### src/hw/rtl/cwtmc_pkg.sv
// shared types, codes and reset constants of the cw trainer mode controller
`timescale 1ns / 1ps

package cwtmc_pkg;

    // key event codes
    localparam logic [1:0] KEY_NONE    = 2'd0;
    localparam logic [1:0] KEY_PRESS   = 2'd1;
    localparam logic [1:0] KEY_UP      = 2'd2;
    localparam logic [1:0] KEY_LONG_UP = 2'd3;

    // sender action codes
    localparam logic [1:0] ACT_HOLD        = 2'd0;
    localparam logic [1:0] ACT_FINISHED    = 2'd1;
    localparam logic [1:0] ACT_START_MARK  = 2'd2;
    localparam logic [1:0] ACT_START_SPACE = 2'd3;

    // sender command codes
    localparam logic [2:0] CMD_NONE            = 3'd0;
    localparam logic [2:0] CMD_ANNOUNCE_S      = 3'd1;
    localparam logic [2:0] CMD_ANNOUNCE_P      = 3'd2;
    localparam logic [2:0] CMD_RESET           = 3'd3;
    localparam logic [2:0] CMD_NEW_GROUP       = 3'd4;
    localparam logic [2:0] CMD_RESET_NEW_GROUP = 3'd5;
    localparam logic [2:0] CMD_REWIND          = 3'd6;
    localparam logic [2:0] CMD_FLUSH           = 3'd7;

    // capture push codes
    localparam logic [1:0] PUSH_NONE  = 2'd0;
    localparam logic [1:0] PUSH_MARK  = 2'd1;
    localparam logic [1:0] PUSH_SPACE = 2'd2;

    // configuration register indexes
    localparam logic [1:0] REG_MAX_SPACING = 2'd0;
    localparam logic [1:0] REG_MAX_ATTEMPTS = 2'd1;
    localparam logic [1:0] REG_MIN_CHARS   = 2'd2;
    localparam logic [1:0] REG_MAX_CHARS   = 2'd3;

    // register reset values
    localparam logic [3:0] RST_MAX_SPACING  = 4'd6;
    localparam logic [2:0] RST_MAX_ATTEMPTS = 3'd3;
    localparam logic [2:0] RST_MIN_CHARS    = 3'd2;
    localparam logic [2:0] RST_MAX_CHARS    = 3'd5;

    typedef enum logic
    {
        S_ANNOUNCE,
        S_MIRROR
    } straight_phase_t;

    typedef enum logic [1:0]
    {
        P_ANNOUNCE,
        P_SENDING,
        P_WAITING
    } practice_phase_t;

    typedef struct packed
    {
        logic [1:0] key_event;
        logic [1:0] sender_action;
        logic       echo_matched;
        logic       echo_timed_out;
    } cwtmc_in_t;

    typedef struct packed
    {
        logic        tone_on;
        logic [2:0]  sender_cmd;
        logic        capture_clear_before;
        logic        capture_advance;
        logic [1:0]  capture_push;
        logic        capture_clear_after;
        logic [2:0]  group_chars;
        logic [3:0]  group_spacing;
        logic [15:0] random_seed;
        logic        in_practice;
    } cwtmc_out_t;

endpackage

### src/hw/rtl/cw_trainer_mode_controller.sv
// cw trainer mode controller: per-tick mode, grading and sender/capture commands
// latency: the result of a tick is valid in the cycle after its input beat
// throughput: one tick per cycle; next state is a single pass of logic from the input beat
// the output register is the only buffer: a new beat is taken while out_ready is high or
// the register is empty
// reset: straight-key mode announcing, tone off, registers at their defaults, no result held
`timescale 1ns / 1ps

module cw_trainer_mode_controller
(
    input  logic                   clk,
    input  logic                   rst_n,
    input  logic                   in_valid,
    output logic                   in_ready,
    input  cwtmc_pkg::cwtmc_in_t   in_data,
    output logic                   out_valid,
    input  logic                   out_ready,
    output cwtmc_pkg::cwtmc_out_t  out_data,
    input  logic                   cfg_valid,
    output logic                   cfg_ready,
    input  logic [1:0]             cfg_index,
    input  logic [3:0]             cfg_data
);
    import cwtmc_pkg::*;

    logic [3:0]      max_spacing_reg;
    logic [2:0]      max_attempts_reg;
    logic [2:0]      min_chars_reg;
    logic [2:0]      max_chars_reg;

    logic            practice_mode_reg;
    logic            practice_mode_next;
    straight_phase_t straight_phase_reg;
    straight_phase_t straight_phase_next;
    practice_phase_t practice_phase_reg;
    practice_phase_t practice_phase_next;
    logic [2:0]      char_count_reg;
    logic [2:0]      char_count_next;
    logic [3:0]      spacing_reg;
    logic [3:0]      spacing_next;
    logic [2:0]      attempt_reg;
    logic [2:0]      attempt_next;
    logic [15:0]     tick_reg;
    logic [15:0]     tick_next;
    logic            tone_reg;
    logic            tone_next;

    logic            out_valid_reg;
    cwtmc_out_t      result_reg;
    cwtmc_out_t      result_next;

    logic            in_fire;
    logic            long_rel;
    logic            key_any;
    logic            send_done;
    logic            wait_now;
    logic            grade;
    logic            pass_path;

    logic [2:0]      cmd;
    logic            clr_b;
    logic            adv;
    logic [1:0]      push;
    logic            clr_a;

    assign in_ready  = !out_valid_reg || out_ready;
    assign in_fire   = in_valid && in_ready;
    assign cfg_ready = 1'b1;
    assign out_valid = out_valid_reg;
    assign out_data  = result_reg;

    // decode of the tick
    always_comb
    begin
        long_rel  = (in_data.key_event == KEY_LONG_UP);
        key_any   = (in_data.key_event != KEY_NONE);
        send_done = (in_data.sender_action == ACT_FINISHED);
        wait_now  = 1'b0;
        if (practice_mode_reg && !long_rel)
        begin
            unique case (practice_phase_reg)
                P_ANNOUNCE: wait_now = 1'b0;
                P_SENDING:  wait_now = key_any;
                default:    wait_now = 1'b1;
            endcase
        end
        grade     = wait_now && !key_any && in_data.echo_timed_out;
        pass_path = in_data.echo_matched || (attempt_reg >= max_attempts_reg);
    end

    // next state of mode and phases
    always_comb
    begin
        practice_mode_next  = practice_mode_reg;
        straight_phase_next = straight_phase_reg;
        practice_phase_next = practice_phase_reg;
        if (long_rel)
        begin
            practice_mode_next = !practice_mode_reg;
            if (!practice_mode_reg)
            begin
                practice_phase_next = P_ANNOUNCE;
            end
            else
            begin
                straight_phase_next = S_ANNOUNCE;
            end
        end
        else if (!practice_mode_reg)
        begin
            if (straight_phase_reg == S_ANNOUNCE && (key_any || send_done))
            begin
                straight_phase_next = S_MIRROR;
            end
        end
        else
        begin
            unique case (practice_phase_reg)
                P_ANNOUNCE:
                begin
                    if (key_any || send_done)
                    begin
                        practice_phase_next = P_SENDING;
                    end
                end
                P_SENDING:
                begin
                    if (key_any || send_done)
                    begin
                        practice_phase_next = P_WAITING;
                    end
                end
                default:
                begin
                    if (grade)
                    begin
                        practice_phase_next = P_SENDING;
                    end
                end
            endcase
        end
    end

    // commands to the sender and the capture unit
    always_comb
    begin
        cmd   = CMD_NONE;
        clr_b = 1'b0;
        adv   = 1'b0;
        push  = PUSH_NONE;
        clr_a = 1'b0;
        if (long_rel)
        begin
            clr_b = 1'b1;
            cmd   = practice_mode_reg ? CMD_ANNOUNCE_S : CMD_ANNOUNCE_P;
        end
        else if (!practice_mode_reg)
        begin
            if (straight_phase_reg == S_ANNOUNCE && key_any)
            begin
                cmd = CMD_RESET;
            end
        end
        else
        begin
            unique case (practice_phase_reg)
                P_ANNOUNCE:
                begin
                    if (key_any)
                    begin
                        cmd   = CMD_RESET_NEW_GROUP;
                        clr_b = 1'b1;
                    end
                    else if (send_done)
                    begin
                        cmd   = CMD_NEW_GROUP;
                        clr_b = 1'b1;
                    end
                end
                P_SENDING:
                begin
                    if (key_any)
                    begin
                        cmd   = CMD_FLUSH;
                        clr_b = 1'b1;
                    end
                    else if (send_done)
                    begin
                        clr_b = 1'b1;
                    end
                end
                default:
                begin
                end
            endcase
            if (wait_now)
            begin
                adv = 1'b1;
                if (in_data.key_event == KEY_PRESS)
                begin
                    push = PUSH_SPACE;
                end
                else if (in_data.key_event == KEY_UP)
                begin
                    push = PUSH_MARK;
                end
                else if (grade)
                begin
                    clr_a = 1'b1;
                    cmd   = pass_path ? CMD_NEW_GROUP : CMD_REWIND;
                end
            end
        end
    end

    // tone, difficulty and counters
    always_comb
    begin
        tick_next       = tick_reg + 16'd1;
        tone_next       = tone_reg;
        char_count_next = char_count_reg;
        spacing_next    = spacing_reg;
        attempt_next    = attempt_reg;

        // tone effect of the sender while announcing or sending
        if (!long_rel && !key_any &&
            ((!practice_mode_reg && straight_phase_reg == S_ANNOUNCE) ||
             (practice_mode_reg &&
              (practice_phase_reg == P_ANNOUNCE || practice_phase_reg == P_SENDING))))
        begin
            case (in_data.sender_action)
                ACT_FINISHED:    tone_next = 1'b0;
                ACT_START_MARK:  tone_next = 1'b1;
                ACT_START_SPACE: tone_next = 1'b0;
                default:         tone_next = tone_reg;
            endcase
        end

        if (long_rel)
        begin
            tone_next       = 1'b0;
            attempt_next    = 3'd0;
            char_count_next = min_chars_reg;
            spacing_next    = max_spacing_reg;
        end
        else if (!practice_mode_reg)
        begin
            // key mirrored once announcing is over, also on the tick that ends it
            if (in_data.key_event == KEY_PRESS)
            begin
                tone_next = 1'b1;
            end
            else if (in_data.key_event == KEY_UP)
            begin
                tone_next = 1'b0;
            end
        end
        else
        begin
            if (practice_phase_reg == P_ANNOUNCE && key_any)
            begin
                tone_next = 1'b0;
            end
            if (wait_now)
            begin
                if (in_data.key_event == KEY_PRESS)
                begin
                    tone_next = 1'b1;
                end
                else if (in_data.key_event == KEY_UP || grade)
                begin
                    tone_next = 1'b0;
                end
            end
            if (grade)
            begin
                if (pass_path && (attempt_reg < max_attempts_reg))
                begin
                    // harder: cut spacing, then add a character
                    if (spacing_reg != 4'd0)
                    begin
                        spacing_next = spacing_reg - 4'd1;
                    end
                    else if (char_count_reg < max_chars_reg)
                    begin
                        char_count_next = char_count_reg + 3'd1;
                        spacing_next    = max_spacing_reg;
                    end
                end
                else
                begin
                    // easier: widen spacing, then drop a character
                    if (spacing_reg < max_spacing_reg)
                    begin
                        spacing_next = spacing_reg + 4'd1;
                    end
                    else if (char_count_reg > min_chars_reg)
                    begin
                        char_count_next = char_count_reg - 3'd1;
                        spacing_next    = 4'd0;
                    end
                end
                attempt_next = pass_path ? 3'd0 : (attempt_reg + 3'd1);
            end
        end
    end

    always_comb
    begin
        result_next.tone_on              = tone_next;
        result_next.sender_cmd           = cmd;
        result_next.capture_clear_before = clr_b;
        result_next.capture_advance      = adv;
        result_next.capture_push         = push;
        result_next.capture_clear_after  = clr_a;
        result_next.in_practice          = practice_mode_next;
        if (cmd == CMD_NEW_GROUP || cmd == CMD_RESET_NEW_GROUP)
        begin
            result_next.group_chars   = char_count_next;
            result_next.group_spacing = spacing_next;
        end
        else
        begin
            result_next.group_chars   = 3'd0;
            result_next.group_spacing = 4'd0;
        end
        result_next.random_seed = (cmd == CMD_ANNOUNCE_P) ? tick_next : 16'd0;
    end

    always_ff @(posedge clk or negedge rst_n)
    begin
        if (!rst_n)
        begin
            max_spacing_reg  <= RST_MAX_SPACING;
            max_attempts_reg <= RST_MAX_ATTEMPTS;
            min_chars_reg    <= RST_MIN_CHARS;
            max_chars_reg    <= RST_MAX_CHARS;
        end
        else if (cfg_valid && cfg_ready)
        begin
            unique case (cfg_index)
                REG_MAX_SPACING:  max_spacing_reg  <= cfg_data;
                REG_MAX_ATTEMPTS: max_attempts_reg <= cfg_data[2:0];
                REG_MIN_CHARS:    min_chars_reg    <= cfg_data[2:0];
                REG_MAX_CHARS:    max_chars_reg    <= cfg_data[2:0];
                default:          max_chars_reg    <= max_chars_reg;
            endcase
        end
    end

    always_ff @(posedge clk or negedge rst_n)
    begin
        if (!rst_n)
        begin
            practice_mode_reg  <= 1'b0;
            straight_phase_reg <= S_ANNOUNCE;
            practice_phase_reg <= P_ANNOUNCE;
            char_count_reg     <= RST_MIN_CHARS;
            spacing_reg        <= RST_MAX_SPACING;
            attempt_reg        <= 3'd0;
            tick_reg           <= 16'd0;
            tone_reg           <= 1'b0;
        end
        else if (in_fire)
        begin
            practice_mode_reg  <= practice_mode_next;
            straight_phase_reg <= straight_phase_next;
            practice_phase_reg <= practice_phase_next;
            char_count_reg     <= char_count_next;
            spacing_reg        <= spacing_next;
            attempt_reg        <= attempt_next;
            tick_reg           <= tick_next;
            tone_reg           <= tone_next;
        end
    end

    always_ff @(posedge clk or negedge rst_n)
    begin
        if (!rst_n)
        begin
            out_valid_reg <= 1'b0;
        end
        else if (in_fire)
        begin
            out_valid_reg <= 1'b1;
        end
        else if (out_ready)
        begin
            out_valid_reg <= 1'b0;
        end
    end

    always_ff @(posedge clk)
    begin
        if (in_fire)
        begin
            result_reg <= result_next;
        end
    end

`ifndef SYNTH
    // every input beat leaves a result behind
    a_result_after_beat: assert property (@(posedge clk) disable iff (!rst_n)
        in_fire |=> out_valid_reg)
        else $error("no result after an input beat");

    // group difficulty only travels with a new group command
    a_group_fields: assert property (@(posedge clk) disable iff (!rst_n)
        out_valid_reg && result_reg.sender_cmd != CMD_NEW_GROUP
            && result_reg.sender_cmd != CMD_RESET_NEW_GROUP
        |-> result_reg.group_chars == 3'd0 && result_reg.group_spacing == 4'd0)
        else $error("group fields set without a new group command");

    // seed only handed out when practice is announced
    a_seed_only_on_practice: assert property (@(posedge clk) disable iff (!rst_n)
        out_valid_reg && result_reg.sender_cmd != CMD_ANNOUNCE_P
        |-> result_reg.random_seed == 16'd0)
        else $error("seed given outside practice announcement");

    // tick count moves by one on every beat
    a_tick_count: assert property (@(posedge clk) disable iff (!rst_n)
        in_fire |=> tick_reg == 16'($past(tick_reg) + 16'd1))
        else $error("tick count did not advance on a beat");
`endif

endmodule

### config.mk
export PLATFORM = sky130hd
export DESIGN_NAME = cw_trainer_mode_controller
export DESIGN_NICKNAME = d
export VERILOG_FILES = /design/src/hw/rtl/cwtmc_pkg.sv /design/src/hw/rtl/cw_trainer_mode_controller.sv
export SDC_FILE = /design/constraint.sdc
export NUM_CORES = 1
export LEC_CHECK = 0
export BUFFER_PORTS_ARGS = -buffer_cell sky130_fd_sc_hd__buf_2
export CAP_MARGIN = 20
export CORE_UTILIZATION = 35
export CTS_BUF_LIST = sky130_fd_sc_hd__clkbuf_8
export CTS_CLUSTER_DIAMETER = 200
export DETAILED_ROUTE_END_ITERATION = 10
export PLACE_DENSITY = 0.54
export SETUP_SLACK_MARGIN = 0.3
export SKIP_CTS_REPAIR_TIMING = 1
export SLEW_MARGIN = 20
export SYNTH_ARGS = -nofsm -noshare
export SYNTH_HDL_FRONTEND = slang
export SYNTH_SLANG_ARGS = --single-unit
### constraint.sdc
create_clock -name clk -period 4.69 [get_ports clk]
set_input_delay 0 -clock clk [delete_from_list [all_inputs] [get_ports clk]]
set_output_delay 0 -clock clk [all_outputs]
set_load 0.02 [all_outputs]
**Yosys cells after proc, flatten, opt, wreduce, memory -nomap -nowiden**

Index checks and enable logic that the tools add are counted.

- Bits in writable memories: 0
- Output and inout bits: 36
- Logic and storage cells: 168
- Register bits after elaboration: 78
- Memory bits (read-only): 0
- Input bits: 17
- Memories kept: 0
- Bits in latches: 0

- Equality and inequality tests: 18
- $lt $le $gt $ge: 5
- Divide/modulo/power cells: 0
- Bitwise operators: 3
- Add/sub/neg operators: 6
- Muxes and demuxes: 67
- Reduce and logical (&&, ||, !) cells: 45
- Shift operators: 0
- $mul: 0

Operators by type and width:

| operator | number |
|---|---|
| $mux W3 | 21 |
| $mux W4 | 8 |
| $mux W1 | 24 |
| $mux W2 | 10 |
| $add A16 B1 Y16 const B | 1 |
| $eq A2 B2 Y1 const B | 6 |
| $logic_and A1 B1 Y1 | 12 |
| $reduce_bool A2 Y1 | 5 |
| $eq A2 B1 Y1 const B | 4 |
| $reduce_and A2 Y1 | 4 |
| $reduce_bool A4 Y1 | 2 |
| $logic_or A1 B1 Y1 | 7 |
| $add A3 B1 Y3 const B | 2 |
| $eq A3 B3 Y1 const B | 2 |
| $lt A3 B3 Y1 | 2 |
| $ne A3 B3 Y1 const B | 2 |
| $pmux W3 S2 | 1 |
| $reduce_and A6 Y1 | 1 |
| $reduce_or A2 Y1 | 3 |
| $reduce_or A5 Y1 | 1 |
| $add A4 B1 Y4 const B | 1 |
| $logic_not A1 Y1 | 4 |
| $logic_not A2 Y1 | 2 |
| $lt A4 B4 Y1 | 1 |
| 14 further kinds | 18 |

**Depth between registers and ports, before layout**

- Depth after elaboration: 14
- Gate-level depth with buffers: 10

**Worst setup path before layout**

Ideal clock, no wire load.

- Kind: flip-flop to flip-flop
- Start point: register out_valid_reg, in the netlist out_valid
- End point: register tick_reg[10]
- Setup slack: 2153 ps
- Arrival: 2412 ps
- Stages on the path, launching flop included: 7
- Library setup time: 125 ps
- Required time: 4565 ps
- Clock period less this slack: 2537 ps
- Cells stage by stage: dfrtp_1 -> nand2b_1 -> nand2_1 -> clkinv_1 -> clkbuf_1 -> nand2_1 -> xnor2_1

- Word-level cells in the longest chain between the ends: 3

RTL lines:

| element | RTL line | text |
|---|---|---|
| start, declared | cw_trainer_mode_controller.sv:48 | `logic out_valid_reg;` |
| start signal, assigned | cw_trainer_mode_controller.sv:381 | `out_valid_reg <= 1'b0;` |
| start signal, assigned | cw_trainer_mode_controller.sv:385 | `out_valid_reg <= 1'b1;` |
| start signal, assigned | cw_trainer_mode_controller.sv:389 | `out_valid_reg <= 1'b0;` |
| $logic_not A1 Y1 | cw_trainer_mode_controller.sv:66 | `assign in_ready = !out_valid_reg \|\| out_ready;` |
| $logic_or A1 B1 Y1 | cw_trainer_mode_controller.sv:66 |  |
| named net in_ready | cw_trainer_mode_controller.sv:14 | `output logic in_ready,` |
| $logic_and A1 B1 Y1 | cw_trainer_mode_controller.sv:67 | `assign in_fire = in_valid && in_ready;` |
| named net in_fire | cw_trainer_mode_controller.sv:52 | `logic in_fire;` |
| end signal, assigned | cw_trainer_mode_controller.sv:372 | `tick_reg <= tick_next;` |
| end, declared | cw_trainer_mode_controller.sv:43 | `logic [15:0] tick_reg;` |

The timed path passes the listed nets, and every way through them passes these cells.
A chain may end at the register's enable or synchronous reset.

**Worst setup path after layout**

- Start point: register out_valid_reg, in the netlist out_valid
- End point: register tick_reg[12]

- Word-level cells in the longest chain between the ends: 3

RTL lines:

| element | RTL line |
|---|---|
| $logic_not A1 Y1 | cw_trainer_mode_controller.sv:66 |
| $logic_or A1 B1 Y1 | cw_trainer_mode_controller.sv:66 |
| $logic_and A1 B1 Y1 | cw_trainer_mode_controller.sv:67 |

No other way between the ends.

==> metrics.cfg <==
[sta]
hold_viol_final = 1
finalSetupTns_ps = 0
rsz0062_at_grt = no
period_share = 0.546
slew_viol_final = 0
setup_viol = 0
setup_slack_ps = 2130
relSlewSlack = 0.500
timing.fmax_mhz = 391
period_needed_ps = 2560
worstMarginPinSlew_ps = 748
fin_skew_ps = 9.57
whs_ps = -1.60

[global_routing]
grt_pass1_wl_um = 14800
grt_max_degree = 46
grt_pass1_vias = 2920
grt_usage = 0.149
gr-total-overflow = 0
antenna_found_initial = 0

[yosys]
synth.distinct_cells = 70
synth_top_flop_cell = dfrtp_1
synth_nets = 433
netlist_instances = 395
synth-edff-count = 33
synth.avg_cell_area_sq_um = 10.9
ys_seq_area_frac = 0.493
ys_seq_elements = 78
syn_area_sq_mm = 0.00432
synth_warnings = 0
async_reset_ff_frac = 0.577

[routing]
via_per_inst = 5.07
drt.antenna.violating_nets = 0
vias = 3057
routedWlPerCell_um = 14.6
routed_wl_um = 8790
drt-initial-drc-count = 145
first_pass_iters = 4
drcViolationCount = 0

[final_layout]
fin_nets = 489
n_antenna_cell = 0
syn2layout_area_growth_pct = 15.7
layout_common_cells = 50 x buf_2, 35 x dfrtp_1, 33 x nor2_1, 33 x edfxtp_1, 32 x nand2_1
largest_register_ffs = 33
final_util = 0.416
stdcell_count = 603
finalInstanceArea_sq_mm = 0.00500
final_layout_size_suffix_gt1_frac = 0.248
final_common_cell = buf_2
fillers = 1171

[critical_path]
rrSetupSlack_ps = 2130
critPathCaptureType = flip-flop
reg2reg_from = out_valid
worstSetupPathType = flip-flop to flip-flop
worst_ep_required_time_ps = 4980
worst-r2r-cell-count = 6
r2r_end = tick_reg[12]
critPathArrivalTime_ps = 2850
crit_path_max_fanout = 34
cp-start-kind = flip-flop

[job]
drv_cap = 0

[die]
start_util = 0.360
die_x_um = 113
io_pins = 53
die_area_sq_mm = 0.0128
fp.dieH_um = 113
core_sq_mm = 0.0120
rows = 40

[status]
violations = hold timing
status = finished with violations

[placement]
gp_congestion = 0.790
place_ws_ps = 2100
place_inst = 580
hpwl_um = 6190
port_buffers = 51
dpl-instance-area_sq_mm = 0.00470

[clocking]
cts_tree = done
clock_path_buffers = 2
path_clk_slew_ps = 80
h-tree-depth = 3
clock-root-buffer = clkbuf_8
numCtsBuffers = 9
insertion_delay_ps = 360
clkSinkCount = 78

[worst_hold_path]
hold_start = cfg_index[1]
hold_path.class = primary input to flip-flop
min_to = max_spacing_reg[1]
min_delay_path_depth = 4

[power]
vdd_drop_max_v = 0.000161
power.total_mw = 2.21
power.density_mw_per_mm2 = 442
p_leak_nw = 2.03

## cells by family after synthesis
logic type	Yosys count	synth area share
AND/OR/NAND/NOR	119	0.154
flip-flops	78	0.493
adder cells (fa/ha/maj)	21	0.0608
AO/OA/AOI/OAI	88	0.146
other	1	0.000868
multiplexers	17	0.0435
buffers and inverters	39	0.0371
XOR/XNOR	32	0.0649
## worst max-delay path by stage
| stage | from | end | slack [ps] | depth (start not counted) |
|---|---|---|---|---|
| floorplan | out_valid | tick_reg[10] | 2150 | 6 |
| global placement | out_valid | tick_reg[12] | 2170 | 6 |
| detailed placement | out_valid | tick_reg[12] | 2100 | 6 |
| CTS | out_valid | tick_reg[12] | 2070 | 6 |
| global route | out_valid | tick_reg[12] | 1820 | 6 |
| finish | out_valid | tick_reg[12] | 2130 | 6 |
## report_power, final
part / internal (mW) / switching (mW)
combinational: 0.271 / 0.376
sequential: 0.852 / 0.140
clock: 0.312 / 0.259
total: 1.43 / 0.776
## worst max-delay path, cell delays in order, from the launching register on
cell and delay [ps]:
dfrtp_1 340, nand2b_1 80, nand2_1 560, clkinv_1 700, buf_4 480, nand4_1 170
xnor2_1 120
## synth_stat cells (all sizes together) (5+ instances only)
cell     n  area (sq um)
dfrtp   35           876
nand2   34           133
nor2    34           130
edfxtp  33           991
inv     24          90.1
a21oi   23           130
ha      21           263
xnor2   20           175
o21ai   19          95.1
mux2    14           158
xor2    12           105
nand3   11          97.6
dfstp   10           263
nor3    10          77.6
clkbuf   9          35.0
a31oi    5          46.3
buf      5          31.3
nor3b    5          47.5
o211ai   5          37.5
o21a     5          37.5
or3      5          31.3
## routing by layer
layer	track usage	part of all wire	vias to the layer above
li1	-	-	1532
met1	0.202	0.48	1437
met2	0.227	0.45	72
met3	0.0332	0.044	16
met4	0.0675	0.025	0
met5	0	0	-
## cell type report
| class | count | area, sq um | area share |
|---|---|---|---|
| clock buffer | 10 | 138 | 0.0275 |
| clock inverter | 6 | 86.3 | 0.0173 |
| inverter | 25 | 93.8 | 0.0188 |
| multi-input combinational | 278 | 2030 | 0.406 |
| sequential | 78 | 2130 | 0.426 |
| tap | 147 | 184 | 0.0368 |
| timing repair buffer | 59 | 335 | 0.0671 |
Power figures use the tool's default switching activity.
